`config.mk`:
```
export PLATFORM = sky130hd
export DESIGN_NAME = dual_quadrature_time_setter_top
export DESIGN_NICKNAME = d
export VERILOG_FILES = /design/src/hdl/dqts_pkg.sv /design/src/hdl/dual_quadrature_time_setter_top.sv
export SDC_FILE = /design/constraint.sdc
export NUM_CORES = 1
export LEC_CHECK = 0
export ABC_CLOCK_PERIOD_IN_PS = 8300
export BUFFER_PORTS_ARGS = -buffer_cell sky130_fd_sc_hd__buf_2
export CAP_MARGIN = 20
export CORE_ASPECT_RATIO = 1.2
export CORE_MARGIN = 5
export CORE_UTILIZATION = 50
export CTS_BUF_LIST = sky130_fd_sc_hd__clkbuf_4 sky130_fd_sc_hd__clkbuf_8 sky130_fd_sc_hd__clkbuf_16
export DETAILED_ROUTE_END_ITERATION = 10
export PLACE_DENSITY = 0.72
export REMOVE_ABC_BUFFERS = 1
export SYNTH_ARGS = -nofsm -noshare
export SYNTH_HDL_FRONTEND = slang
export SYNTH_SLANG_ARGS = --single-unit
```
`constraint.sdc`:
```
create_clock -name clock -period 8.3 [get_ports clock]
set_input_delay 0.83 -clock clock [delete_from_list [all_inputs] [get_ports clock]]
set_output_delay 0.83 -clock clock [all_outputs]
set_load 0.01 [all_outputs]
```
`src/hdl/dqts_pkg.sv`:
```
// dqts_pkg: shared types and constants for the dual quadrature time setter
// no dependencies; used by dual_quadrature_time_setter_top
package dqts_pkg;

   localparam int HOURS_W   = 4;
   localparam int MINUTES_W = 6;
   localparam int HHMM_W    = 11;
   localparam int STEPS_W   = 3;

   localparam int STEP_LIMIT       = 3;
   localparam int MINUTE_MAX       = 59;
   localparam int MINUTES_PER_HOUR = 60;
   localparam int HOUR_MIN         = 1;
   localparam int HOUR_MAX         = 12;
   localparam logic [HHMM_W-1:0] HHMM_SCALE = 11'd100;

   typedef enum logic [0:0] {
      OP_TICK   = 1'b0,
      OP_PRESET = 1'b1
   } op_type;

   typedef enum logic [3:0] {
      PH_IDLE   = 4'b0001,
      PH_01     = 4'b0010,
      PH_DETENT = 4'b0100,
      PH_10     = 4'b1000
   } phase_type;

   typedef struct packed {
      op_type                 operation;
      logic                   enc1_pin_a;
      logic                   enc1_pin_b;
      logic                   enc2_pin_a;
      logic                   enc2_pin_b;
      logic [HOURS_W-1:0]     preset_hours;
      logic [MINUTES_W-1:0]   preset_minutes;
   } req_type;

   typedef struct packed {
      logic [HOURS_W-1:0]     hours_out;
      logic [MINUTES_W-1:0]   minutes_out;
      logic [HHMM_W-1:0]      hhmm_out;
   } rsp_type;

   // per-encoder walk state, prev_ab holds a in bit 0 and b in bit 1
   typedef struct packed {
      phase_type                  phase;
      logic signed [STEPS_W-1:0]  steps;
      logic [1:0]                 prev_ab;
   } enc_type;

   typedef struct packed {
      enc_type            nxt;
      logic signed [1:0]  delta;
   } walk_type;

endpackage

```
`src/hdl/dual_quadrature_time_setter_top.sv`:
```
// dual_quadrature_time_setter_top: two quadrature knobs that set hours and minutes
// depends on dqts_pkg for the beat structs, walk state type and constants
//
//   port group   dir   payload               notes
//   req_*        in    dqts_pkg::req_type    tick with pin levels or preset
//   rsp_*        out   dqts_pkg::rsp_type    one beat per req beat
//
// one req beat per cycle sustained while rsp_stall is low
// the walk and the time wrap sit between the input register and the result register
// reset is synchronous: encoders go idle with prev pins high, held time zero
// rsp_stall holds the result register; req_stall = both stages full && rsp_stall
module dual_quadrature_time_setter_top (
   input  logic              clock,
   input  logic              reset,
   input  logic              req_valid,
   output logic              req_stall,
   input  dqts_pkg::req_type req_payload,
   output logic              rsp_valid,
   input  logic              rsp_stall,
   output dqts_pkg::rsp_type rsp_payload
);

   function automatic dqts_pkg::walk_type walk(dqts_pkg::enc_type st, logic a, logic b);
      dqts_pkg::walk_type res;
      logic               oa;
      logic               ob;
      logic signed [3:0]  cnt;
      oa        = st.prev_ab[0];
      ob        = st.prev_ab[1];
      cnt       = {st.steps[dqts_pkg::STEPS_W-1], st.steps};
      res.nxt   = st;
      res.delta = 2'sd0;
      unique case (st.phase)
         dqts_pkg::PH_IDLE: begin
            if (cnt == 4'(dqts_pkg::STEP_LIMIT)) begin
               res.delta = 2'sd1;
            end else if (cnt == -4'(dqts_pkg::STEP_LIMIT)) begin
               res.delta = -2'sd1;
            end
            cnt = 4'sd0;
            if ({b, a} != st.prev_ab) begin
               if (!a && b) begin
                  if (oa) begin
                     res.nxt.phase = dqts_pkg::PH_01;
                     cnt = cnt + 4'sd1;
                  end
               end else if (a && !b) begin
                  if (ob) begin
                     res.nxt.phase = dqts_pkg::PH_10;
                     cnt = cnt - 4'sd1;
                  end
               end
            end
         end
         dqts_pkg::PH_01: begin
            if (!a && !b) begin
               if (ob) begin
                  res.nxt.phase = dqts_pkg::PH_DETENT;
                  cnt = cnt + 4'sd1;
               end
            end else if (a && b) begin
               if (!oa) res.nxt.phase = dqts_pkg::PH_IDLE;
            end
         end
         dqts_pkg::PH_DETENT: begin
            if (a && !b) begin
               if (!oa) begin
                  res.nxt.phase = dqts_pkg::PH_10;
                  cnt = cnt + 4'sd1;
               end
            end else if (!a && b) begin
               if (!ob) begin
                  res.nxt.phase = dqts_pkg::PH_01;
                  cnt = cnt - 4'sd1;
               end
            end
         end
         dqts_pkg::PH_10: begin
            if (a && b) begin
               if (!ob) res.nxt.phase = dqts_pkg::PH_IDLE;
            end else if (!a && !b) begin
               if (oa) begin
                  res.nxt.phase = dqts_pkg::PH_DETENT;
                  cnt = cnt - 4'sd1;
               end
            end
         end
         default: begin
            res.nxt.phase = st.phase;
         end
      endcase
      if (cnt > 4'(dqts_pkg::STEP_LIMIT)) cnt = 4'(dqts_pkg::STEP_LIMIT);
      if (cnt < -4'(dqts_pkg::STEP_LIMIT)) cnt = -4'(dqts_pkg::STEP_LIMIT);
      res.nxt.steps   = cnt[dqts_pkg::STEPS_W-1:0];
      res.nxt.prev_ab = {b, a};
      return res;
   endfunction

   localparam dqts_pkg::enc_type ENC_RESET = '{
      phase:   dqts_pkg::PH_IDLE,
      steps:   '0,
      prev_ab: 2'b11
   };

   logic                                 s1_valid_ff, s1_valid_in;
   dqts_pkg::req_type                    s1_data_ff;
   logic                                 out_valid_ff, out_valid_in;
   dqts_pkg::rsp_type                    out_data_ff, out_data_in;
   dqts_pkg::enc_type                    enc1_ff, enc1_in;
   dqts_pkg::enc_type                    enc2_ff, enc2_in;
   logic [dqts_pkg::HOURS_W-1:0]         hours_ff, hours_in;
   logic [dqts_pkg::MINUTES_W-1:0]       minutes_ff, minutes_in;

   logic                                 s1_move;
   logic                                 req_take;
   dqts_pkg::walk_type                   walk1;
   dqts_pkg::walk_type                   walk2;
   logic signed [5:0]                    h_sum;
   logic signed [7:0]                    m_sum;

   assign s1_move   = s1_valid_ff && (!out_valid_ff || !rsp_stall);
   assign req_stall = s1_valid_ff && !s1_move;
   assign req_take  = req_valid && !req_stall;

   assign s1_valid_in  = req_take || (s1_valid_ff && !s1_move);
   assign out_valid_in = s1_move || (out_valid_ff && rsp_stall);

   always_comb begin
      walk1 = walk(enc1_ff, s1_data_ff.enc1_pin_a, s1_data_ff.enc1_pin_b);
      walk2 = walk(enc2_ff, s1_data_ff.enc2_pin_a, s1_data_ff.enc2_pin_b);
      enc1_in = enc1_ff;
      enc2_in = enc2_ff;
      if (s1_data_ff.operation == dqts_pkg::OP_PRESET) begin
         h_sum = {2'b00, s1_data_ff.preset_hours};
         m_sum = {2'b00, s1_data_ff.preset_minutes};
      end else begin
         enc1_in = walk1.nxt;
         enc2_in = walk2.nxt;
         h_sum = 6'({2'b00, hours_ff}) + 6'(walk1.delta);
         m_sum = 8'({2'b00, minutes_ff}) + 8'(walk2.delta);
      end
      // minute carry and borrow, then hour wrap
      if (m_sum > 8'(dqts_pkg::MINUTE_MAX)) begin
         h_sum = h_sum + 6'sd1;
         m_sum = m_sum - 8'(dqts_pkg::MINUTES_PER_HOUR);
      end else if (m_sum < 8'sd0) begin
         h_sum = h_sum - 6'sd1;
         m_sum = 8'(dqts_pkg::MINUTE_MAX);
      end
      if (h_sum > 6'(dqts_pkg::HOUR_MAX)) begin
         h_sum = 6'(dqts_pkg::HOUR_MIN);
      end else if (h_sum < 6'(dqts_pkg::HOUR_MIN)) begin
         h_sum = 6'(dqts_pkg::HOUR_MAX);
      end
      hours_in                = h_sum[dqts_pkg::HOURS_W-1:0];
      minutes_in              = m_sum[dqts_pkg::MINUTES_W-1:0];
      out_data_in.hours_out   = hours_in;
      out_data_in.minutes_out = minutes_in;
      out_data_in.hhmm_out    = {7'd0, hours_in} * dqts_pkg::HHMM_SCALE
                                + {5'd0, minutes_in};
   end

   always_ff @(posedge clock) begin
      if (reset) begin
         s1_valid_ff  <= 1'b0;
         out_valid_ff <= 1'b0;
         enc1_ff      <= ENC_RESET;
         enc2_ff      <= ENC_RESET;
         hours_ff     <= '0;
         minutes_ff   <= '0;
      end else begin
         s1_valid_ff  <= s1_valid_in;
         out_valid_ff <= out_valid_in;
         if (s1_move) begin
            enc1_ff    <= enc1_in;
            enc2_ff    <= enc2_in;
            hours_ff   <= hours_in;
            minutes_ff <= minutes_in;
         end
      end
   end

   always_ff @(posedge clock) begin
      if (req_take) s1_data_ff <= req_payload;
      if (s1_move) out_data_ff <= out_data_in;
   end

   assign rsp_valid   = out_valid_ff;
   assign rsp_payload = out_data_ff;

   a_hours_range: assert property (@(posedge clock) disable iff (reset)
      rsp_valid |-> (rsp_payload.hours_out >= 4'(dqts_pkg::HOUR_MIN)
                     && rsp_payload.hours_out <= 4'(dqts_pkg::HOUR_MAX)))
      else $error("hours out of range");

   a_minutes_range: assert property (@(posedge clock) disable iff (reset)
      rsp_valid |-> rsp_payload.minutes_out <= 6'(dqts_pkg::MINUTE_MAX))
      else $error("minutes out of range");

   a_hhmm_match: assert property (@(posedge clock) disable iff (reset)
      rsp_valid |-> rsp_payload.hhmm_out == {7'd0, rsp_payload.hours_out}
         * dqts_pkg::HHMM_SCALE + {5'd0, rsp_payload.minutes_out})
      else $error("hhmm mismatch");

   a_steps_range: assert property (@(posedge clock) disable iff (reset)
      enc1_ff.steps != -3'sd4 && enc2_ff.steps != -3'sd4)
      else $error("step count out of range");

   a_held_matches_rsp: assert property (@(posedge clock) disable iff (reset)
      s1_move |=> (rsp_payload.hours_out == hours_ff
                   && rsp_payload.minutes_out == minutes_ff))
      else $error("result differs from held time");

endmodule
```
; Word level (Yosys, flattened, before mapping)
; Cells that the tools add are included.
[op_classes]
addsub = 10
mul = 1
magnitude_cmp = 8
n_eq_ne = 40
n_mux = 84
bitwise = 1
reduce_logical = 28
[ops]
columns = op, n
row1 = 2-to-1 mux 4 bit, 64
row2 = inequality test 3 bit (second input constant), 24
row3 = case mux 4 bit (4 select lines), 4
row4 = AND reduction 16 bit, 2
row5 = 2-to-1 mux 6 bit, 5
row6 = == test 3 bit (second input constant), 4
row7 = logical AND 1 bit, 12
row8 = 2-to-1 mux 2 bit, 6
row9 = adder 11 x 6 -> 11 bit, 1
row10 = multiplier 4 x 5 -> 9 bit (second input constant), 1
row11 = adder 3 x 2 -> 4 bit (second input constant), 2
row12 = adder 7 x 2 -> 8 bit, 1
row13 = == test 4 x 1 -> 1 bit (second input constant), 2
row14 = == test 4 x 2 -> 1 bit (second input constant), 2
row15 = == test 4 x 3 -> 1 bit (second input constant), 2
row16 = == test 4 bit (second input constant), 2
row17 = > comparator 4 x 3 -> 1 bit (second input constant), 2
row18 = > comparator 8 x 7 -> 1 bit (second input constant), 1
row19 = logical NOT 1 bit, 8
row20 = < comparator 4 x 3 -> 1 bit (second input constant), 2
row21 = < comparator 8 x 1 -> 1 bit (second input constant), 1
row22 = 2-to-1 mux 8 bit, 1
row23 = nonzero test 4 bit, 2
row24 = subtractor 3 x 2 -> 4 bit (second input constant), 2
row25 = other kinds (13), 19
[totals]
register_bits = 66
in_bits = 19
out_inout_bits = 23
elab_cells = 192

; Logic depth before layout (Yosys ltp)
; Gate-level depths: netlist of run 1.
[logic_depth]
depth_word = 14
depth_mapped = 29

; Worst setup path before layout of run 1
; OpenSTA, ideal clock, no wires.
[synth_timing]
kind = register to register
start = reg enc2_ff[3] (netlist name)
end = reg out_data_ff, in the netlist rsp_payload[10] (data pin)
setup_time_ns = 0.260
arrival_ns = 5.780
required_ns = 8.040
setup_slack_ns = 2.260
path_stages_with_launch = 29
n_path_buf = 1
synth_period_minus_slack_ns = 6.040
cell_sequence = dfxtp_1 -> inv_1 -> ha_1 -> and2_1 -> clkbuf_1 -> a21oi_1 -> nor2_1 -> ha_1 -> or4b_2 -> nor3_1 -> or4_1 -> nand2_1 -> ha_1 -> a21boi_0 -> a211o_1 -> o211ai_2 -> o211ai_4 -> o32a_4 -> xnor2_2 -> a311oi_1 -> nor2_1 -> ha_1 -> ha_1 -> inv_1 -> fa_1 -> xnor2_1 -> nand3b_1 -> nor3_1 -> xnor2_1
[synth_lines]
columns = element, line_no
row1 = from (decl), dual_quadrature_time_setter_top.sv:110  ; dqts_pkg::enc_type enc2_ff, enc2_in;
row2 = from (signal assigned), dual_quadrature_time_setter_top.sv:176  ; enc2_ff <= enc2_in;
row3 = to (signal assigned), dual_quadrature_time_setter_top.sv:185  ; if (s1_move) out_data_ff <= out_data_in;
row4 = to (decl), dual_quadrature_time_setter_top.sv:108  ; dqts_pkg::rsp_type out_data_ff, out_data_in;

==> metrics, run 1 <==
post-synthesis cell type count=83; Core Box Area=approximately 0.010 mm^2; grt ovf=0; Worst VDD drop=between 0.1 and 0.15 mV; Buf/Inv on CP=2; die height=approximately 120 um; I/O Buffers=41; worst-skew pair later-pin latency=around 0.34 ns; synthesized flop and latch total=64; CTS tree=built; clock buffer depth=2; skew final=0.0103 ns; cells after synthesis=603; row count=between 40 and 50; I/O pins=between 40 and 50; PD cells=about 180 mW/mm^2; top_reg_cell synth=edfxtp_1; ANT nets after route=0; final net count=between 600 and 700; routed via count=~4700; worst setup path class=register to register; CP dominant cell by count=ha_1; Placer Congestion=0.944; Hold Crit Class=register to register; initial antenna violation count=0; final hold violation count=0; chip width=104 um; status=finished clean; Max stage delay on crit path=roughly 0.77 ns; share of cells above drive strength 1=15.3%; vias per inst=between 6 and 7; drt wl/cell=~17 um; Worst-Margin Slew=roughly 0.85 ns; Num CTS Buffers=9; vias in the first global route=between 4000 and 5000; # diodes=0; Max Transition Viols Final=0; syn avg cell area=just under 9 um^2; Iteration-0 DRC Markers=320; Crit. End Element=register; Leak=2.37 nW; DRC violations left=0; CTS Sinks=between 60 and 70; Post-CTS Setup Repair Bufs=0; cts hold-fix bufs=0; post-synthesis sequential area ratio=a little under a third; die area=approximately 0.013 mm^2; synthesized area=between 0.005 and 0.006 mm^2; Layout fillers=~940; clock period minus worst slack=about 7.0 ns; Util after Layout=55.7%; unrepaired setup endpoints after global routing=no; period utilization=between 80% and 90%; Final setup viols=0; htree depth=3; Required @ worst endpoint=around 8.4 ns; CP Max Fanout=16; Layout area overhead=10.4%; 1st-pass router iterations=5; setup_tns=0 ns; Worst slew margin=a little over two fifths; Clock Tree Root=clkbuf_16; yosys warns=0; post_cts resized=0; startpoint types=register; register clock-pin slew on the reported worst setup and hold paths=around 0.06 ns; Fmax=0.143 GHz; first-pass GRT wire length=21.4 mm; total track usage=about a fifth; Async SR Flop Fraction=0%; Slowest-stage cell, CP=nor4b_2; Top delay family on crit path=simple AND/OR/NAND/NOR gates; Post-synth EDFFs=34; largest net degree at the start of global routing=47; Max-Cap Viols=0; dpl hpwl=approximately 9.4 mm; Initial Utilization=50.5%; Routed WL=~13 mm; Critical Path AT=between 7 and 8 ns
-- path summary, 6_finish.rpt --
kind                              start                          to  slack (ns)  cells past startpoint
max             enc2_ff[5]$_SDFFE_PP1P_   rsp_payload[10]$_DFFE_PP_        1.32                     26
min          minutes_ff[0]$_SDFFE_PP0P_  minutes_ff[0]$_SDFFE_PP0P_        0.49                      2
max reg2reg     enc2_ff[5]$_SDFFE_PP1P_   rsp_payload[10]$_DFFE_PP_        1.32                     26
min reg2reg  minutes_ff[0]$_SDFFE_PP0P_  minutes_ff[0]$_SDFFE_PP0P_        0.49                      2
-- power by group --
group / switching [mW] / internal (mW) / total [mW]
Combinational: 0.155 / 0.113 / 0.268
Clock: 0.144 / 0.269 / 0.413
Sequential: 0.0211 / 0.368 / 0.389
Total: 0.320 / 0.751 / 1.07
-- area by class of cell --
cell class | instances | area, um^2 | share of cell area (%)
Inverter | 35 | 131 | 2.26
Tap cell | 129 | 161 | 2.78
Clock buffer | 11 | 240 | 4.14
Sequential cell | 64 | 1620 | 27.9
Clock inverter | 5 | 81.3 | 1.40
Multi-Input combinational cell | 468 | 3340 | 57.6
Timing Repair Buffer | 44 | 228 | 3.92
-- metal layers --
metal	track usage [%]	share of wire (%)
met1	25.0	42
met2	35.8	50
met3	3.63	6.0
met4	7.55	2.0
met5	0	0
-- cell usage after synthesis, drive strengths merged (6+ instances only) --
master | n | area share [%]
nand4 | 8 | 0.95
and3 | 7 | 0.86
nand3 | 13 | 1.2
inv | 34 | 2.4
or4b | 9 | 1.8
nor2b | 8 | 0.95
buf | 14 | 1.5
xor2 | 8 | 1.5
o21ai | 32 | 3.0
a311oi | 6 | 1.0
nor3b | 7 | 1.0
a31oi | 10 | 1.2
mux2i | 9 | 1.7
xnor2 | 16 | 2.8
dfxtp | 30 | 11
nand2 | 64 | 4.6
ha | 38 | 9.0
nor4 | 7 | 0.83
nor2 | 43 | 3.1
clkbuf | 22 | 1.6
a21oi | 39 | 3.7
nor3 | 17 | 1.6
nand2b | 8 | 0.95
a211oi | 10 | 1.4
o211ai | 14 | 2.4
edfxtp | 34 | 19
and2 | 6 | 0.74
-- placed cells by master, fill, tap and decap left out, types with 5 or more instances in the layout --
cell type  Yosys  layout
edfxtp_1      34      34
ha_1          38      38
nand2b_1       8       8
nand3_1       13      13
inv_1         34      34
xnor2_1       15      15
a21o_1         5       5
buf_2          9      41
mux2i_1        9       9
o211ai_1      12      12
nand4_1        8       8
nor3b_1        7       7
a311oi_1       6       6
a31oi_1       10      10
xor2_1         7       7
mux2_2         5       5
nor2_1        42      42
o21ai_0       29      29
and3_1         6       6
nor4_1         7       7
dfxtp_1       30      30
clkbuf_16      0       9
nor3_1        17      17
or4b_2         6       6
a211oi_1      10      10
a21oi_1       39      39
nand2_1       64      64
and2_1         5       5
nor2b_1        8       8
-- per-stage QoR --
stage               power, mW  hold WS (ns)  setup WS (ns)  std cells  instance area, um^2
global route             1.12         0.531          0.725        756                 5810
global placement        0.651         0.473           1.75        739                 5480
CTS                      1.07         0.497           1.39        755                 5800
detailed placement      0.659         0.490           1.50        739                 5480
finish                   1.07         0.494           1.32        756                 5810
floorplan               0.591         0.435           2.22        567                 5090
-- state kept, by name, indices dropped and copies added (netlist names) --
signal / cells
s1_data_ff: 15
rsp_payload: 19
minutes_ff: 6
enc1_ff: 9
hours_ff: 4
rsp_valid: 1
enc2_ff: 9
s1_valid_ff: 1
-- cells by family after synthesis --
| kind of cell | share of synthesized area [%] |
|---|---|
| flip-flops | 30.8 |
| buffers and inverters | 5.57 |
| AO/OA/AOI/OAI | 24.3 |
| AND/OR/NAND/NOR | 22.0 |
| adder cells (fa/ha/maj) | 10.2 |
| multiplexers | 2.79 |
| XOR/XNOR | 4.28 |
-- worst register-to-register path: cells and delay by family, from the launching register on --
family	cells	cell delay (ns)
adders and majority gates	5	1.38
xor gates and xnor gates	3	0.46
buffers and inverters	2	0.10
AOI/OAI and AO/OA	6	1.73
muxes	1	0.20
DFF	1	0.60
and+or+nand+nor	9	2.26
Power figures use the tool's default switching activity.
==> run 2, diff against run 1 <==
--- a/config.mk
+++ b/config.mk
@@ -5,7 +5,8 @@
 export SDC_FILE = /design/constraint.sdc
 export NUM_CORES = 1
 export LEC_CHECK = 0
-export ABC_CLOCK_PERIOD_IN_PS = 8300
+export ABC_AREA = 1
+export ABC_CLOCK_PERIOD_IN_PS = 6820
 export BUFFER_PORTS_ARGS = -buffer_cell sky130_fd_sc_hd__buf_2
 export CAP_MARGIN = 20
 export CORE_ASPECT_RATIO = 1.2
@@ -13,7 +14,7 @@
 export CORE_UTILIZATION = 50
 export CTS_BUF_LIST = sky130_fd_sc_hd__clkbuf_4 sky130_fd_sc_hd__clkbuf_8 sky130_fd_sc_hd__clkbuf_16
 export DETAILED_ROUTE_END_ITERATION = 10
-export PLACE_DENSITY = 0.72
+export PLACE_DENSITY = 0.73
 export REMOVE_ABC_BUFFERS = 1
 export SYNTH_ARGS = -nofsm -noshare
 export SYNTH_HDL_FRONTEND = slang
==> constraint.sdc (replaced) <==
create_clock -name clock -period 6.82 [get_ports clock]
set_input_delay 0.682 -clock clock [delete_from_list [all_inputs] [get_ports clock]]
set_output_delay 0.682 -clock clock [all_outputs]
set_load 0.01 [all_outputs]
==> run 2 against run 1 <==
Effect of this change: area after synthesis is 9.0% lower; critical endpoint unchanged; worst setup slack better by 0.18 ns; sequential power grew 21%; register-to-register slack improved by 0.18 ns; fmax rose by 31%; final area decreased by 7.2%; sequential cell count unchanged.
==> metrics, run 2 <==
final net count=738 (was 682); CP Max Fanout=5 (was 16); Worst VDD drop=0.138 mV (was 0.113 mV); Top delay family on crit path=adder cells (was simple AND/OR/NAND/NOR gates); Max stage delay on crit path=0.49 ns (was 0.77 ns); Core Box Area=0.00947 mm^2 (was 0.0104 mm^2); startpoint types=register (unchanged); CTS tree=built (unchanged); row count=39 (was 41); post-synthesis cell type count=53 (was 83); CP dominant cell by count=inv_1 (was ha_1); Largest register FFs=19 (unchanged); Worst-Margin Slew=0.709 ns (was 0.850 ns); vias in the first global route=4216 (was 4443); dominant cell type by area after synthesis=edfxtp_1 (unchanged); Worst slew margin=52.7% (was 42.5%); Placer Congestion=0.958 (was 0.944); share of cells above drive strength 1=14.4% (was 15.3%); Critical Path AT=5.39 ns (was 7.07 ns); synthesized area=0.00479 mm^2 (was 0.00526 mm^2); Tot Pwr=1.19 mW (was 1.07 mW); status=finished clean (unchanged); non-filler cells, final=805 (was 756); Post-CTS Setup Repair Bufs=0 (unchanged); yosys warns=0 (unchanged); Layout fillers=897 (was 935); drt wl/cell=13.5 um (was 16.9 um); area share of the largest cell type after synthesis=21.3% (was 19.4%); syn avg cell area=7.55 um^2 (was 8.72 um^2); final hold slack=0.512 ns (was 0.494 ns); Fmax=0.188 GHz (was 0.143 GHz); worst setup path class=register to register (unchanged); initial antenna violation count=0 (unchanged); htree depth=3 (unchanged); Hold Crit Class=register to register (unchanged); clock buffer depth=2 (unchanged); Buf/Inv on CP=6 (was 2); Routed WL=10.9 mm (was 12.7 mm); final hold violation count=0 (unchanged); Post-synth EDFFs=34 (unchanged); cell with the most instances after synthesis=nand2_1 (unchanged); dpl hpwl=8.50 mm (was 9.41 mm); first-pass GRT wire length=18.4 mm (was 21.4 mm); post_cts resized=0 (unchanged); Clock Tree Root=clkbuf_16 (unchanged); Required @ worst endpoint=6.90 ns (was 8.39 ns); Slowest-stage cell, CP=fa_1 (was nor4b_2); Max Transition Viols Final=0 (unchanged); clock period minus worst slack=5.32 ns (was 6.98 ns); die area=0.0116 mm^2 (was 0.0127 mm^2); Placement Setup Slack=1.51 ns (was 1.50 ns); post-route cell area=0.00539 mm^2 (was 0.00581 mm^2); register name with the most flops=rsp_payload (unchanged); Max-Cap Viols=0 (unchanged); largest net degree at the start of global routing=36 (was 47); Final setup viols=0 (unchanged); routed via count=4309 (was 4707); synthesized flop and latch total=64 (unchanged); final worst slack=1.50 ns (was 1.32 ns); placed cell count=790 (was 739); 1st-pass router iterations=5 (unchanged); total track usage=19.6% (was 20.4%); grt ovf=0 (unchanged); die height=117 um (was 122 um); Util after Layout=56.9% (was 55.7%); register clock-pin slew on the reported worst setup and hold paths=0.05 ns (was 0.06 ns); chip width=99.3 um (was 104 um); ANT nets after route=0 (unchanged); # diodes=0 (unchanged); DRC violations left=0 (unchanged); main area contributors after synthesis=edfxtp_1 21%, dfxtp_1 13%, ha_1 9.9% (was edfxtp_1 19%, dfxtp_1 11%, ha_1 9.0%); top_reg_cell synth=edfxtp_1 (unchanged); I/O Buffers=41 (unchanged); Crit. End Element=register (unchanged); cts hold-fix bufs=0 (unchanged); leading cell type in the layout, fill and taps excluded=nand2_1 (unchanged); Post-synth top cells=113 x nand2_1, 100 x inv_1, 56 x nor2_1, 46 x o21ai_0, 40 x a21oi_1 (was 64 x nand2_1, 42 x nor2_1, 39 x a21oi_1, 38 x ha_1); Layout area overhead=12.5% (was 10.4%); I/O pins=42 (unchanged); period utilization=78.0% (was 84.1%); Iteration-0 DRC Markers=185 (was 320); Initial Utilization=50.6% (was 50.5%); CTS Sinks=64 (unchanged); skew final=0.00669 ns (was 0.0103 ns); dpl cell area=0.00511 mm^2 (was 0.00548 mm^2); post-synthesis sequential area ratio=33.9% (was 30.8%); Leak=2.60 nW (was 2.37 nW); setup_tns=0 ns (unchanged); unrepaired setup endpoints after global routing=no (unchanged); vias per inst=5.35 (was 6.23); highest-count cells in the layout ignoring fill and taps=113 x nand2_1, 100 x inv_1, 55 x nor2_1 (was 64 x nand2_1, 42 x nor2_1, 41 x buf_2); cells after synthesis=634 (was 603); biggest regs=rsp_payload (19), s1_data_ff (15) (unchanged); worst-skew pair later-pin latency=0.33 ns (was 0.34 ns); Num CTS Buffers=9 (unchanged); Async SR Flop Fraction=0% (unchanged); PD cells=220 mW/mm^2 (was 184 mW/mm^2)
-- run 2: cell count changes after synthesis, moves of 8 or more --
cell,delta
o21ai_0,+17
nor2_1,+14
clkbuf_1,-15
buf_2,-9
nand3_1,+22
inv_1,+66
nor3_1,-8
nor2b_1,-8
nand2_2,+11
nand2b_1,-8
nand2_1,+49
-- run 2: layout make-up --
type	count	area (um^2)	area share, %
Clock buffer	13	262	4.86
Clock inverter	2	10.0	0.186
Multi-Input combinational cell	452	2710	50.3
Timing Repair Buffer	43	220	4.09
Tap cell	123	154	2.86
Sequential cell	64	1620	30.1
Inverter	108	408	7.57
-- run 2: final timing paths --
| kind | endpoint | cells after the start | start | slack, ns |
|---|---|---|---|---|
| worst min register to register | enc1_ff[8]$_SDFFE_PP0P_ | 2 | enc1_ff[8]$_SDFFE_PP0P_ | 0.51 |
| worst max register to register | rsp_payload[10]$_DFFE_PP_ | 25 | enc1_ff[3]$_SDFFE_PP0P_ | 1.50 |
| worst min-delay path | enc1_ff[8]$_SDFFE_PP0P_ | 2 | enc1_ff[8]$_SDFFE_PP0P_ | 0.51 |
| worst max-delay path | rsp_payload[10]$_DFFE_PP_ | 25 | enc1_ff[3]$_SDFFE_PP0P_ | 1.50 |
-- run 2: power by group --
part | total (mW) | switching, mW | internal (mW)
Sequential | 0.470 | 0.0201 | 0.450
Clock | 0.420 | 0.156 | 0.264
Combinational | 0.298 | 0.185 | 0.113
-- run 2: worst reg2reg max path: stages (launching register included) --
cell	delay (ns)
dfxtp_1	0.41
inv_1	0.11
ha_1	0.20
o21ai_0	0.15
nor2_1	0.07
ha_1	0.21
fa_1	0.50
inv_1	0.04
o21ai_0	0.39
inv_1	0.12
nor3_1	0.35
xor2_1	0.17
inv_1	0.05
nand3_1	0.09
nand2_1	0.10
nor2_1	0.12
nand3_1	0.14
nand4_1	0.19
inv_1	0.13
ha_1	0.32
ha_1	0.19
inv_1	0.06
fa_1	0.40
xnor2_1	0.27
nand3_1	0.13
xor2_1	0.16
-- run 2: per-layer routing --
metal  wire [um]  vias up  share of wire [%]  track usage [%]
li1            -     2220                  -                -
met1        4530     1958                 42             21.4
met2        5650      107                 52             36.5
met3         449       24                4.1             4.86
met4         261        0                2.4             7.83
met5           0        -                  0                0
-- run 2: kinds of logic after synthesis --
kind of cell             Yosys count  share of synthesized area (%)
AO/OA/AOI/OAI                    136                           17.0
XOR/XNOR                          21                           3.84
adder cells (fa/ha/maj)           41                           11.2
buffers and inverters            118                           9.54
flip-flops                        64                           33.9
multiplexers                       2                          0.418
AND/OR/NAND/NOR                  252                           24.1
==> run 3, diff against run 2 <==
--- a/config.mk
+++ b/config.mk
@@ -5,8 +5,8 @@
 export SDC_FILE = /design/constraint.sdc
 export NUM_CORES = 1
 export LEC_CHECK = 0
-export ABC_AREA = 1
-export ABC_CLOCK_PERIOD_IN_PS = 6820
+export ABC_AREA = 0
+export ABC_CLOCK_PERIOD_IN_PS = 4700
 export BUFFER_PORTS_ARGS = -buffer_cell sky130_fd_sc_hd__buf_2
 export CAP_MARGIN = 20
 export CORE_ASPECT_RATIO = 1.2
@@ -14,7 +14,7 @@
 export CORE_UTILIZATION = 50
 export CTS_BUF_LIST = sky130_fd_sc_hd__clkbuf_4 sky130_fd_sc_hd__clkbuf_8 sky130_fd_sc_hd__clkbuf_16
 export DETAILED_ROUTE_END_ITERATION = 10
-export PLACE_DENSITY = 0.73
+export PLACE_DENSITY = 0.75
 export REMOVE_ABC_BUFFERS = 1
 export SYNTH_ARGS = -nofsm -noshare
 export SYNTH_HDL_FRONTEND = slang
==> constraint.sdc (replaced) <==
create_clock -name clock -period 4.7 [get_ports clock]
set_input_delay 0.47 -clock clock [delete_from_list [all_inputs] [get_ports clock]]
set_output_delay 0.47 -clock clock [all_outputs]
set_load 0.01 [all_outputs]
==> run 3 against run 2 <==
Effect of this change: the flow now finishes with violations (negative setup slack); combinational power rose to 2.6 times the previous value; power up 84%; global-route usage up 5.3 points; non-clock buffer count up 149; final area up 36%; sequential cell count unchanged; worst hold slack worse by 0.21 ns; clock power up 71%; largest power group is now combinational logic.
==> metrics, run 3 (synthesis results as in run 1) <==
status=finished, violations left (was finished clean); failing checks=negative setup slack; die height=122 um (was 117 um); leading cell type in the layout, fill and taps excluded=buf_4 (was nand2_1); vias in the first global route=5529 (was 4216); Worst-Margin Slew=0.884 ns (was 0.709 ns); clock period minus worst slack=5.85 ns (was 5.32 ns); clock buffer depth=2 (unchanged); Worst slew margin=40.2% (was 52.7%); final worst slack=-1.15 ns (was 1.50 ns); Placer Congestion=0.968 (was 0.958); reg2reg start=enc2_ff[7]$_SDFFE_PP0P_ (was enc1_ff[3]$_SDFFE_PP0P_); clock network fraction of design power=33.0% (was 35.4%); Max stage delay on crit path=0.56 ns (was 0.49 ns); CTS tree=built (unchanged); unrepaired setup endpoints after global routing=yes (was no); grt ovf=0 (unchanged); startpoint types=register (unchanged); I/O pins=42 (unchanged); Critical Path AT=5.94 ns (was 5.39 ns); r2r endpoint=rsp_payload[10]$_DFFE_PP_ (unchanged); Seq pwr share=31.0% (was 39.6%); skew final=0.00635 ns (was 0.00669 ns); row count=41 (was 39); Routed WL=16.5 mm (was 10.9 mm); CP dominant cell by count=ha_4 (was inv_1); 1st-pass router iterations=5 (unchanged); Largest register FFs=19 (unchanged); Layout area overhead=38.9% (was 12.5%); Layout fillers=760 (was 897); ANT nets after route=0 (unchanged); Slowest-stage cell, CP=or4b_4 (was fa_1); R2R Setup Slk=-1.15 ns (was 1.50 ns); worst setup path endpoint=rsp_payload[10]$_DFFE_PP_ (unchanged); PD cells=299 mW/mm^2 (was 220 mW/mm^2); chip width=104 um (was 99.3 um); Fmax=0.171 GHz (was 0.188 GHz); largest net degree at the start of global routing=30 (was 36); Critical Path Start=enc2_ff[7]$_SDFFE_PP0P_ (was enc1_ff[3]$_SDFFE_PP0P_); Placement Setup Slack=-1.36 ns (was 1.51 ns); # diodes=0 (unchanged); Crit. End Element=register (unchanged); drt wl/cell=18.3 um (was 13.5 um); dpl hpwl=11.0 mm (was 8.50 mm); cts hold-fix bufs=0 (unchanged); DRC violations left=0 (unchanged); Num CTS Buffers=9 (unchanged); placed cell count=860 (was 790); share of cells above drive strength 1=37.8% (was 14.4%); Final setup viols=9 (was 0); highest-count cells in the layout ignoring fill and taps=143 x buf_4, 62 x nand2_1, 41 x buf_2 (was 113 x nand2_1, 100 x inv_1, 55 x nor2_1); htree depth=3 (unchanged); combinational power share=36.0% (was 25.1%); Leak=3.17 nW (was 2.60 nW); vias per inst=6.11 (was 5.35); register clock-pin slew on the reported worst setup and hold paths=0.06 ns (was 0.05 ns); Worst VDD drop=0.201 mV (was 0.138 mV); Initial Utilization=50.5% (was 50.6%); final hold violation count=0 (unchanged); worst reg2reg path depth=25 (unchanged); Int Pwr=1.52 mW (was 0.827 mW); Max Transition Viols Final=0 (unchanged); period utilization=124% (was 78.0%); Sw Share=30.3% (was 30.4%); initial antenna violation count=0 (unchanged); register name with the most flops=rsp_payload (unchanged); Iteration-0 DRC Markers=389 (was 185); CTS Sinks=64 (unchanged); routed via count=5523 (was 4309); post-route cell area=0.00730 mm^2 (was 0.00539 mm^2); Required @ worst endpoint=4.79 ns (was 6.90 ns); Max-Cap Viols=0 (unchanged); biggest regs=rsp_payload (19), s1_data_ff (15) (unchanged); Clock Tree Root=clkbuf_16 (unchanged); worst setup path class=register to register (unchanged); worst-skew pair later-pin latency=0.34 ns (was 0.33 ns); first-pass GRT wire length=25.9 mm (was 18.4 mm); Hold Crit Class=input pin to register (was register to register); die area=0.0127 mm^2 (was 0.0116 mm^2); I/O Buffers=41 (unchanged); non-filler cells, final=904 (was 805); total track usage=24.9% (was 19.6%); Core Box Area=0.0104 mm^2 (was 0.00947 mm^2); final net count=830 (was 738); switching pwr=0.661 mW (was 0.360 mW); dpl cell area=0.00638 mm^2 (was 0.00511 mm^2); CP Max Fanout=4 (was 5)
## run 3: how the worst min path moves through the flow
| stage | start | to | slack (ns) | cells after the start |
|---|---|---|---|---|
| 5_1_grt | req_payload[7] | s1_data_ff[7]$_DFFE_PP_ | 0.30 | 1 |
| 3_5_place_dp | minutes_ff[0]$_SDFFE_PP0P_ | minutes_ff[0]$_SDFFE_PP0P_ | 0.46 | 2 |
| 4_1_cts | req_payload[7] | s1_data_ff[7]$_DFFE_PP_ | 0.30 | 1 |
| 6_report | req_payload[7] | s1_data_ff[7]$_DFFE_PP_ | 0.30 | 1 |
| 2_1_floorplan | minutes_ff[0]$_SDFFE_PP0P_ | minutes_ff[0]$_SDFFE_PP0P_ | 0.43 | 2 |
| 3_3_place_gp | minutes_ff[0]$_SDFFE_PP0P_ | minutes_ff[0]$_SDFFE_PP0P_ | 0.46 | 2 |
## run 3: area by class of cell
| type | instances | area [um^2] | share of cell area [%] |
|---|---|---|---|
| multi-input combinational | 468 | 3700 | 50.7 |
| timing repair buffer | 192 | 1370 | 18.7 |
| inverter | 35 | 131 | 1.80 |
| tap | 129 | 161 | 2.21 |
| sequential | 64 | 1630 | 22.3 |
| clock buffer | 12 | 248 | 3.39 |
| clock inverter | 4 | 68.8 | 0.942 |
## run 3: routing by layer
metal | GRT usage, % | routed length (um)
met1 | 27.2 | 6190
met2 | 45.7 | 8430
met3 | 4.42 | 1090
met4 | 13.8 | 823
met5 | 0 | 0
## run 3: repair_timing
item,4_1_cts,5_1_grt
setup endpoints to repair,9,15
setup buffers,26,8
pin swaps,28,26
gates resized for setup,59,24
## run 3: power by group through the flow
stage | combinational, mW | clock (mW) | sequential, mW
2_1_floorplan | 0.339 | 0 | 0.706
3_3_place_gp | 0.610 | 0 | 0.684
3_5_place_dp | 0.635 | 0 | 0.686
4_1_cts | 0.716 | 0.726 | 0.676
5_1_grt | 0.853 | 0.751 | 0.682
6_report | 0.786 | 0.720 | 0.677
## run 3: metrics by stage
stage | power, mW | hold slack, ns | setup TNS, ns | util (%)
floorplan | 1.04 | 0.435 | -7.45 | -
global placement | 1.29 | 0.459 | -6.08 | 61.3
detailed placement | 1.32 | 0.457 | -8.15 | 61.3
CTS | 2.12 | 0.299 | -5.13 | 68.6
global route | 2.29 | 0.302 | -9.30 | 70.1
finish | 2.18 | 0.300 | -7.61 | 70.1
## run 3: critical path, delay by kind of cell (launching register included)
kind	cells	cell delay, ns
compound gates	8	2.06
flops	1	0.32
simple gates	7	1.48
buf+inv	3	0.30
xor+xnor	2	0.24
fa+ha+maj	5	1.18
